**src/prrs_pkg.sv**
```systemverilog
// Shared constants and codes for the priority round-robin scheduler.
`timescale 1ns / 1ps

package prrs_pkg;

  localparam int MAX_TASKS  = 32;
  localparam int ID_W       = $clog2(MAX_TASKS);
  localparam int CNT_W      = $clog2(MAX_TASKS + 1);
  localparam int PRIO_W     = 4;
  localparam int LEVELS     = 1 << PRIO_W;
  localparam int LVL_W      = 5;
  localparam int BURST_W    = 16;
  localparam int TIME_W     = 32;
  localparam int CFG_IDX_W  = 1;
  localparam int CFG_DATA_W = 16;

  localparam logic [LVL_W-1:0]   LEVEL_DONE    = 5'd31;
  localparam logic [BURST_W-1:0] QUANTUM_RESET = 16'd10;
  localparam logic [PRIO_W-1:0]  TOP_RESET     = 4'd10;

  typedef enum logic {
    ACT_ADD      = 1'b0,
    ACT_DISPATCH = 1'b1
  } action_t;

  typedef enum logic [CFG_IDX_W-1:0] {
    CFG_QUANTUM = 1'b0,
    CFG_TOP     = 1'b1
  } cfg_index_t;

endpackage

```
**src/prrs_if.sv**
```systemverilog
// Command and result channel interfaces of the scheduler.
`timescale 1ns / 1ps

interface prrs_cmd_if import prrs_pkg::*; ();
  logic                valid;
  logic                ready;
  logic                action;
  logic [PRIO_W-1:0]   priority_req;
  logic [BURST_W-1:0]  burst;

  modport source (output valid, action, priority_req, burst, input ready);
  modport sink   (input valid, action, priority_req, burst, output ready);
endinterface

interface prrs_rslt_if import prrs_pkg::*; ();
  logic                valid;
  logic                ready;
  logic [ID_W-1:0]     task_id;
  logic [BURST_W-1:0]  slice_length;
  logic [TIME_W-1:0]   start_time;
  logic                finished;
  logic                all_done;
  logic [TIME_W-1:0]   sum_waiting;
  logic [TIME_W-1:0]   sum_turnaround;
  logic [TIME_W-1:0]   sum_response;

  modport source (output valid, task_id, slice_length, start_time, finished, all_done,
                  sum_waiting, sum_turnaround, sum_response, input ready);
  modport sink   (input valid, task_id, slice_length, start_time, finished, all_done,
                  sum_waiting, sum_turnaround, sum_response, output ready);
endinterface

```
**src/priority_round_robin_scheduler.sv**
```systemverilog
// Priority round-robin scheduler: task table, per-level run lists and slice sequencer.
`timescale 1ns / 1ps

// An add transaction produces no result; adds beyond 32 tasks are dropped. A dispatch
// scans down from the current level past empty levels (SCAN), computes the slice and
// clock (CALC), adds the finish totals (FIN) and posts a result (POST); once every level
// is done it goes from SCAN to POST with an all_done result. One result is then presented
// and held until taken. Each level keeps a linked run list (head, tail, count) over a
// shared next-pointer memory; one shared slice unit computes the slice, clock and totals.
// The block is ready only between transactions, and adds are taken while a result waits.
module priority_round_robin_scheduler import prrs_pkg::*; (
  input  logic                  clk,
  input  logic                  rst,
  input  logic                  cfg_we,
  input  logic [CFG_IDX_W-1:0]  cfg_index,
  input  logic [CFG_DATA_W-1:0] cfg_data,
  prrs_cmd_if.sink              cmd,
  prrs_rslt_if.source           rslt
);

  typedef enum logic [4:0] {
    S_IDLE = 5'b00001,
    S_SCAN = 5'b00010,
    S_CALC = 5'b00100,
    S_FIN  = 5'b01000,
    S_POST = 5'b10000
  } state_t;

  state_t               state;
  logic [BURST_W-1:0]   quantum;
  logic [PRIO_W-1:0]    top_priority;
  logic [LVL_W-1:0]     current_level;
  logic [TIME_W-1:0]    clock_time;
  logic [TIME_W-1:0]    sum_wait;
  logic [TIME_W-1:0]    sum_turn;
  logic [TIME_W-1:0]    sum_resp;
  logic [CNT_W-1:0]     task_total;
  logic [MAX_TASKS-1:0] started;

  logic [CNT_W-1:0]     lvl_count [LEVELS];
  logic [ID_W-1:0]      lvl_head  [LEVELS];
  logic [ID_W-1:0]      lvl_tail  [LEVELS];

  logic [ID_W-1:0]      next_mem [MAX_TASKS];
  logic [BURST_W-1:0]   rem_mem  [MAX_TASKS];
  logic [BURST_W-1:0]   orig_mem [MAX_TASKS];

  logic [BURST_W-1:0]   rem_rd;
  logic [BURST_W-1:0]   orig_rd;
  logic [ID_W-1:0]      next_rd;
  logic [ID_W-1:0]      cur_id;
  logic [CNT_W-1:0]     cur_n;
  logic [BURST_W-1:0]   slice_len;
  logic [TIME_W-1:0]    start_reg;
  logic                 fin_reg;
  logic                 done_reg;

  logic                 cmd_acc;
  logic                 is_full;
  logic                 add_go;
  logic                 disp_go;
  logic [ID_W-1:0]      new_id;
  logic [PRIO_W-1:0]    add_lvl;
  logic [PRIO_W-1:0]    lvl_idx;
  logic                 scan_hit;
  logic [BURST_W-1:0]   q_eff;
  logic [BURST_W-1:0]   slice_calc;
  logic [BURST_W-1:0]   rem_left;
  logic                 reinsert;
  logic [TIME_W-1:0]    orig_ext;
  logic                 out_free;
  logic                 post_go;

  function automatic logic [TIME_W-1:0] sat_add(input logic [TIME_W-1:0] a,
                                                input logic [TIME_W-1:0] b);
    logic [TIME_W:0] s;
    s = {1'b0, a} + {1'b0, b};
    return s[TIME_W] ? '1 : s[TIME_W-1:0];
  endfunction

  assign cmd.ready  = (state == S_IDLE);
  assign cmd_acc    = cmd.valid && cmd.ready;
  assign is_full    = (task_total == CNT_W'(MAX_TASKS));
  assign add_go     = cmd_acc && (cmd.action == ACT_ADD) && !is_full;
  assign disp_go    = cmd_acc && (cmd.action == ACT_DISPATCH);
  assign new_id     = task_total[ID_W-1:0];
  assign add_lvl    = cmd.priority_req;
  assign lvl_idx    = current_level[PRIO_W-1:0];
  assign scan_hit   = (state == S_SCAN) && (current_level != LEVEL_DONE) &&
                      (lvl_count[lvl_idx] != '0);
  assign q_eff      = (quantum == '0) ? BURST_W'(1) : quantum;
  assign slice_calc = ((cur_n == CNT_W'(1)) || (rem_rd < q_eff)) ? rem_rd : q_eff;
  assign rem_left   = rem_rd - slice_calc;
  assign reinsert   = (state == S_CALC) && (rem_left != '0);
  assign orig_ext   = {{(TIME_W-BURST_W){1'b0}}, orig_rd};
  assign out_free   = !rslt.valid || rslt.ready;
  assign post_go    = (state == S_POST) && out_free;

  // task memories, registered reads
  always_ff @(posedge clk) begin
    if (add_go) begin
      rem_mem[new_id]  <= cmd.burst;
      orig_mem[new_id] <= cmd.burst;
      if (lvl_count[add_lvl] != '0) begin
        next_mem[lvl_tail[add_lvl]] <= new_id;
      end
    end
    if (state == S_CALC) begin
      rem_mem[cur_id] <= rem_left;
    end
    if (reinsert) begin
      next_mem[lvl_tail[lvl_idx]] <= cur_id;
    end
    if (scan_hit) begin
      rem_rd  <= rem_mem[lvl_head[lvl_idx]];
      orig_rd <= orig_mem[lvl_head[lvl_idx]];
      next_rd <= next_mem[lvl_head[lvl_idx]];
    end
  end

  // run list head and tail pointers
  always_ff @(posedge clk) begin
    if (add_go) begin
      if (lvl_count[add_lvl] == '0) begin
        lvl_head[add_lvl] <= new_id;
      end
      lvl_tail[add_lvl] <= new_id;
    end
    if (state == S_CALC) begin
      lvl_head[lvl_idx] <= next_rd;
      if (reinsert) begin
        lvl_tail[lvl_idx] <= cur_id;
      end
    end
  end

  // sequencer and totals
  always_ff @(posedge clk) begin
    if (rst) begin
      state         <= S_IDLE;
      quantum       <= QUANTUM_RESET;
      top_priority  <= TOP_RESET;
      current_level <= {1'b0, TOP_RESET};
      clock_time    <= '0;
      sum_wait      <= '0;
      sum_turn      <= '0;
      sum_resp      <= '0;
      task_total    <= '0;
      started       <= '0;
      rslt.valid    <= 1'b0;
      for (int i = 0; i < LEVELS; i++) begin
        lvl_count[i] <= '0;
      end
    end else begin
      if (rslt.valid && rslt.ready && !post_go) begin
        rslt.valid <= 1'b0;
      end
      case (state)
        S_IDLE: begin
          if (add_go) begin
            started[new_id]    <= 1'b0;
            lvl_count[add_lvl] <= lvl_count[add_lvl] + CNT_W'(1);
            task_total         <= task_total + CNT_W'(1);
          end
          if (disp_go) begin
            state <= S_SCAN;
          end
        end
        S_SCAN: begin
          if (current_level == LEVEL_DONE) begin
            done_reg <= 1'b1;
            state    <= S_POST;
          end else if (scan_hit) begin
            done_reg <= 1'b0;
            cur_id   <= lvl_head[lvl_idx];
            cur_n    <= lvl_count[lvl_idx];
            state    <= S_CALC;
          end else if (current_level == '0) begin
            current_level <= LEVEL_DONE;
          end else begin
            current_level <= current_level - LVL_W'(1);
          end
        end
        S_CALC: begin
          slice_len       <= slice_calc;
          start_reg       <= clock_time;
          fin_reg         <= (rem_left == '0);
          clock_time      <= sat_add(clock_time, {{(TIME_W-BURST_W){1'b0}}, slice_calc});
          started[cur_id] <= 1'b1;
          if (!started[cur_id]) begin
            sum_resp <= sat_add(sum_resp, clock_time);
          end
          if (rem_left == '0) begin
            lvl_count[lvl_idx] <= lvl_count[lvl_idx] - CNT_W'(1);
          end
          state <= S_FIN;
        end
        S_FIN: begin
          if (fin_reg) begin
            sum_turn <= sat_add(sum_turn, clock_time);
            if (clock_time >= orig_ext) begin
              sum_wait <= sat_add(sum_wait, clock_time - orig_ext);
            end
          end
          state <= S_POST;
        end
        S_POST: begin
          if (out_free) begin
            rslt.valid          <= 1'b1;
            rslt.task_id        <= done_reg ? '0 : cur_id;
            rslt.slice_length   <= done_reg ? '0 : slice_len;
            rslt.start_time     <= done_reg ? '0 : start_reg;
            rslt.finished       <= done_reg ? 1'b0 : fin_reg;
            rslt.all_done       <= done_reg;
            rslt.sum_waiting    <= sum_wait;
            rslt.sum_turnaround <= sum_turn;
            rslt.sum_response   <= sum_resp;
            state               <= S_IDLE;
          end
        end
        default: begin
          state <= S_IDLE;
        end
      endcase
      if (cfg_we) begin
        case (cfg_index)
          CFG_QUANTUM: begin
            quantum <= cfg_data;
          end
          CFG_TOP: begin
            top_priority  <= cfg_data[PRIO_W-1:0];
            current_level <= {1'b0, cfg_data[PRIO_W-1:0]};
          end
          default: begin
          end
        endcase
      end
    end
  end

  a_task_total_bound: assert property (@(posedge clk) disable iff (rst)
    task_total <= CNT_W'(MAX_TASKS))
    else $error("task count beyond table size");

  a_calc_level_live: assert property (@(posedge clk) disable iff (rst)
    state == S_CALC |-> current_level != LEVEL_DONE && lvl_count[lvl_idx] != '0 &&
                        top_priority >= lvl_idx)
    else $error("slice computed on an empty or finished level");

  a_done_is_empty: assert property (@(posedge clk) disable iff (rst)
    rslt.valid && rslt.all_done |-> rslt.slice_length == '0 && !rslt.finished)
    else $error("all_done result carries a slice");

  a_clock_monotonic: assert property (@(posedge clk) disable iff (rst)
    1'b1 |=> clock_time >= $past(clock_time))
    else $error("clock time went backwards");

endmodule
```
**src/flat_wrapper.sv**
```systemverilog
// flat-port wrapper written by rule: the top's interface ports become plain ports
module priority_round_robin_scheduler_flat import prrs_pkg::*;
  (clk, rst, cfg_we, cfg_index, cfg_data, cmd_valid, cmd_action, cmd_priority_req, cmd_burst, cmd_ready, rslt_valid, rslt_task_id, rslt_slice_length, rslt_start_time, rslt_finished, rslt_all_done, rslt_sum_waiting, rslt_sum_turnaround, rslt_sum_response, rslt_ready);
  prrs_cmd_if cmd_i ();
  prrs_rslt_if rslt_i ();
  input  logic clk;
  input  logic rst;
  input  logic cfg_we;
  input  logic [CFG_IDX_W-1:0] cfg_index;
  input  logic [CFG_DATA_W-1:0] cfg_data;
  input wire logic [$bits(cmd_i.valid)-1:0] cmd_valid;
  input wire logic [$bits(cmd_i.action)-1:0] cmd_action;
  input wire logic [$bits(cmd_i.priority_req)-1:0] cmd_priority_req;
  input wire logic [$bits(cmd_i.burst)-1:0] cmd_burst;
  output wire logic [$bits(cmd_i.ready)-1:0] cmd_ready;
  output wire logic [$bits(rslt_i.valid)-1:0] rslt_valid;
  output wire logic [$bits(rslt_i.task_id)-1:0] rslt_task_id;
  output wire logic [$bits(rslt_i.slice_length)-1:0] rslt_slice_length;
  output wire logic [$bits(rslt_i.start_time)-1:0] rslt_start_time;
  output wire logic [$bits(rslt_i.finished)-1:0] rslt_finished;
  output wire logic [$bits(rslt_i.all_done)-1:0] rslt_all_done;
  output wire logic [$bits(rslt_i.sum_waiting)-1:0] rslt_sum_waiting;
  output wire logic [$bits(rslt_i.sum_turnaround)-1:0] rslt_sum_turnaround;
  output wire logic [$bits(rslt_i.sum_response)-1:0] rslt_sum_response;
  input wire logic [$bits(rslt_i.ready)-1:0] rslt_ready;
  assign cmd_i.valid = cmd_valid;
  assign cmd_i.action = cmd_action;
  assign cmd_i.priority_req = cmd_priority_req;
  assign cmd_i.burst = cmd_burst;
  assign cmd_ready = cmd_i.ready;
  assign rslt_valid = rslt_i.valid;
  assign rslt_task_id = rslt_i.task_id;
  assign rslt_slice_length = rslt_i.slice_length;
  assign rslt_start_time = rslt_i.start_time;
  assign rslt_finished = rslt_i.finished;
  assign rslt_all_done = rslt_i.all_done;
  assign rslt_sum_waiting = rslt_i.sum_waiting;
  assign rslt_sum_turnaround = rslt_i.sum_turnaround;
  assign rslt_sum_response = rslt_i.sum_response;
  assign rslt_i.ready = rslt_ready;
  priority_round_robin_scheduler u_core (.clk(clk), .rst(rst), .cfg_we(cfg_we), .cfg_index(cfg_index), .cfg_data(cfg_data), .cmd(cmd_i), .rslt(rslt_i));
endmodule
```
**config.mk**
```make
export PLATFORM = sky130hd
export DESIGN_NAME = priority_round_robin_scheduler_flat
export DESIGN_NICKNAME = d
export VERILOG_FILES = /design/src/prrs_pkg.sv /design/src/prrs_if.sv /design/src/priority_round_robin_scheduler.sv /design/src/flat_wrapper.sv
export SDC_FILE = /design/constraint.sdc
export NUM_CORES = 2
export LEC_CHECK = 0
export BUFFER_PORTS_ARGS = -buffer_cell sky130_fd_sc_hd__buf_4
export CORE_AREA = 2 2 486 488
export CTS_CLUSTER_DIAMETER = 150
export CTS_CLUSTER_SIZE = 40
export DETAILED_ROUTE_END_ITERATION = 16
export DIE_AREA = 0 0 488 490
export GPL_TIMING_DRIVEN = 0
export PLACE_DENSITY = 0.55
export SLEW_MARGIN = 20
export SYNTH_ARGS = -nofsm -noshare
export SYNTH_HDL_FRONTEND = slang
export SYNTH_SLANG_ARGS = --single-unit
```
**constraint.sdc**
```tcl
create_clock -name clk -period 13.86 [get_ports clk]
set_clock_uncertainty 0.05 [all_clocks]
set_input_delay 0 -clock clk [delete_from_list [all_inputs] [get_ports clk]]
set_output_delay 0 -clock clk [all_outputs]
set_load 0.02 [all_outputs]
```
==> impl_results.md <==
* Critical path's slowest cell: a32oi_2
* Most common cell after layout, fill and taps aside: edfxtp_1
* Die Area at 0.239 mm^2
* Share of the synthesized area in the top cell type at 62.2%
* Hold Fails Final Rpt at 0
* Routed via count at 46500
* Crit path largest cell delay at 0.76 ns
* Final GP Congestion at 0.883
* Worst Path Max Fanout at 10
* Hold WC Path Type: primary input to register
* Final core occ at between 30 and 40%
* Post-synth net total at 5183
* Max-cap violation count at 0
* Core area at 0.234 mm^2
* Total GRT Usage at a little under a fifth
* CP startpoint kind: register
* DRC at 0
* RSZ-0062 raised after global routing: no
* Final WS setup at 4.10 ns
* Largest net degree at the start of global routing at 42
* Setup violations, final at 0
* Worst-Margin Slew at 1.23 ns
* Vias in the first global route at 45500
* Max Clk Rate at 102 MHz
* Yosys top cell by area: edfxtp_1
* Most frequent cells in the layout: edfxtp_1 (1689), mux4_2 (513), nor2_1 (374)
* Crit Path Category: register to register
* CTS Buf Count at 54
* WHS Path Cells at 5
* Post-Route WL at around 230000 um
* Worst IR drop on VDD at 0.0000888 V
* Fraction of registers with async set or reset after synthesis at 0%
* Post-route ant nets at 0
* Detailed-router iteration count before antenna repair at 7
* Reg clk slew, reported paths at 0.15 ns
* Cells after Synth at 4988
* Synth Register Bits at 1882
* TritonCTS clock tree: yes
* Top Ports at 196
* Predominant post-synthesis flop cell: edfxtp_1
* Fin crit share at 70.4%
* WP data required at 14.27 ns
* First-iteration detailed-routing DRC count at slightly below 5000
* Yosys warning total at 0
* CP Capture Type: register
* Final Max Tran Viols at 0
* PortBufs at 191
* R2R setup slack at roughly 4.1 ns
* Sequential area share after synthesis at roughly two thirds
* DP Worst Slack at roughly 4.5 ns
* Max_slew headroom at 17.0%
* Worst reg2reg endpoint: u_core.next_mem[1][1]
* CTS root buffer: clkbuf_16
* Layout cells sized above 1 at 20.5%
* Placement Cell Area at 0.0887 mm^2
* Avg Inst Size Synth at 16.3 um^2
* Hold Startpoint: cfg_we
* Critical Path AT at 10.17 ns
* Fin nets at between 5000 and 6000
* Pwr dens at 105 mW/mm^2
* Syn Std Cell Area at between 0.08 and 0.09 mm^2
* FP Rows at 178
* Die Y at 490 um
* Chip width at slightly below 500 um
* Post-synth EDFFs at 1689
* Distinct cells, synth at 94
* First-pass GRT wire length at between 300000 and 400000 um
* Starting Density at 34.8%
* H-tree depth at 2
* Final instance area at a little over 0.09 mm^2
* Area Growth Syn to Fin at 12.0%
* R2r startpoint: u_core.quantum[7]
* Minimum clock period at 9.76 ns
* Worst-Skew Late Latency at between 0.7 and 0.8 ns
* Post-CTS Resized at 0
* Setup TNS at 0 ns
* Routed len/inst at 26.7 um
* CTS max path bufs at 3
* Top cells by area, synth: edfxtp_1 (62%), mux4_2 (14%), dfxtp_1 (4.7%)
* Grt total ovfl at 0
* Initial antenna violation count at 17
* Fillers at 21400
* Worst Hold End: u_core.quantum[15]
* Dpl hpwl at 163000 um
* P_leak at 28.9 nW
* Via density per instance at about 5.4
* Status: completed
* Clock sink count at approximately 1900
* Reg2reg path depth at 28
metal layers:
layer  up-vias  GRT usage, %  wire (um)
met4        10          3.85       4790
met3       207          2.54      14200
met2      1536          31.0     111000
li1      20400             -          -
met1     24400          26.3      98900
met5         -             0         65
worst max-delay path by stage:
stage	slack [ns]	to	start	depth (start not counted)
after global placement	1.05	u_core.rslt.sum_response[28]	rst	7
after CTS	4.44	u_core.next_mem[5][1]	u_core.quantum[7]	28
final	4.10	u_core.next_mem[1][1]	u_core.quantum[7]	28
after global routing	3.71	u_core.next_mem[17][1]	u_core.quantum[7]	28
after detailed placement	4.49	u_core.next_mem[5][4]	u_core.quantum[7]	28
after floorplan	5.97	u_core.rslt.all_done	rst	6
layout make-up:
type                    count  area, um^2  area share [%]
plain buffers             243        1010            1.11
repair buffers            345        3550            3.89
inverters                 119         447           0.490
well taps                3150        3940            4.32
clock inverters             8         121           0.133
multi-input cells        2744       26100            28.6
flip-flops and latches   1882       54600            59.8
diodes                      5        12.5          0.0137
clock buffers              84        1490            1.63
worst max-delay path: cells and delay by family, from the launching register on:
kind                     cells  cell delay [ns]
AO/OA/AOI/OAI                9             3.17
adder cells (fa/ha/maj)      3             1.07
AND/OR/NAND/NOR             10             3.20
buffers and inverters        6             1.46
flip-flops                   1             0.49
logic make-up after synthesis:
kind of cell,share of synthesized area (%)
AOI/OAI and AO/OA,6.01
xor gates and xnor gates,1.64
adders and majority gates,2.52
buffers and inverters,1.74
DFF,67.0
muxes,15.0
and+or+nand+nor,6.11
what timing repair did:
action,4_1_cts,5_1_grt
hold buffers,84,0
buffers inserted,0,0
endpoints found under the hold margin,669,0
report_power, final:
group	switching, mW	internal [mW]
combinational	0.547	0.372
clock	1.68	0.770
sequential	0.0149	6.18
cells in the mapped netlist, types with 11 or more instances:
cell / number
buf_2: 21
a211oi_1: 55
clkbuf_1: 169
or2_2: 11
nor2b_1: 91
mux2_2: 45
xor2_1: 70
inv_1: 118
nor4_1: 13
a21oi_2: 19
a21oi_1: 256
o21ai_0: 198
a21o_1: 32
o21a_1: 23
and3_1: 24
and2_1: 16
or3_1: 15
mux2i_1: 12
mux4_2: 513
buf_1: 45
edfxtp_1: 1689
o21bai_1: 12
o31ai_1: 13
o21ai_1: 14
o211ai_1: 14
nor3b_1: 14
a31oi_1: 28
nor3_1: 41
nand2_1: 256
dfxtp_1: 193
xnor2_1: 83
nand2b_1: 42
ha_1: 148
nand4_1: 18
a21boi_0: 11
nor2_1: 440
nand3_1: 52
metrics by stage:
| step | total power [mW] | cells | hold WS [ns] |
|---|---|---|---|
| after floorplan | 6.87 | 4988 | 0.0489 |
| after global placement | 7.21 | 8329 | 0.203 |
| after detailed placement | 7.23 | 8398 | 0.220 |
| after CTS | 9.64 | 8574 | 0.0439 |
| after global routing | 9.85 | 8577 | 0.104 |
| final | 9.56 | 8580 | 0.114 |
Power figures use the tool's default switching activity.
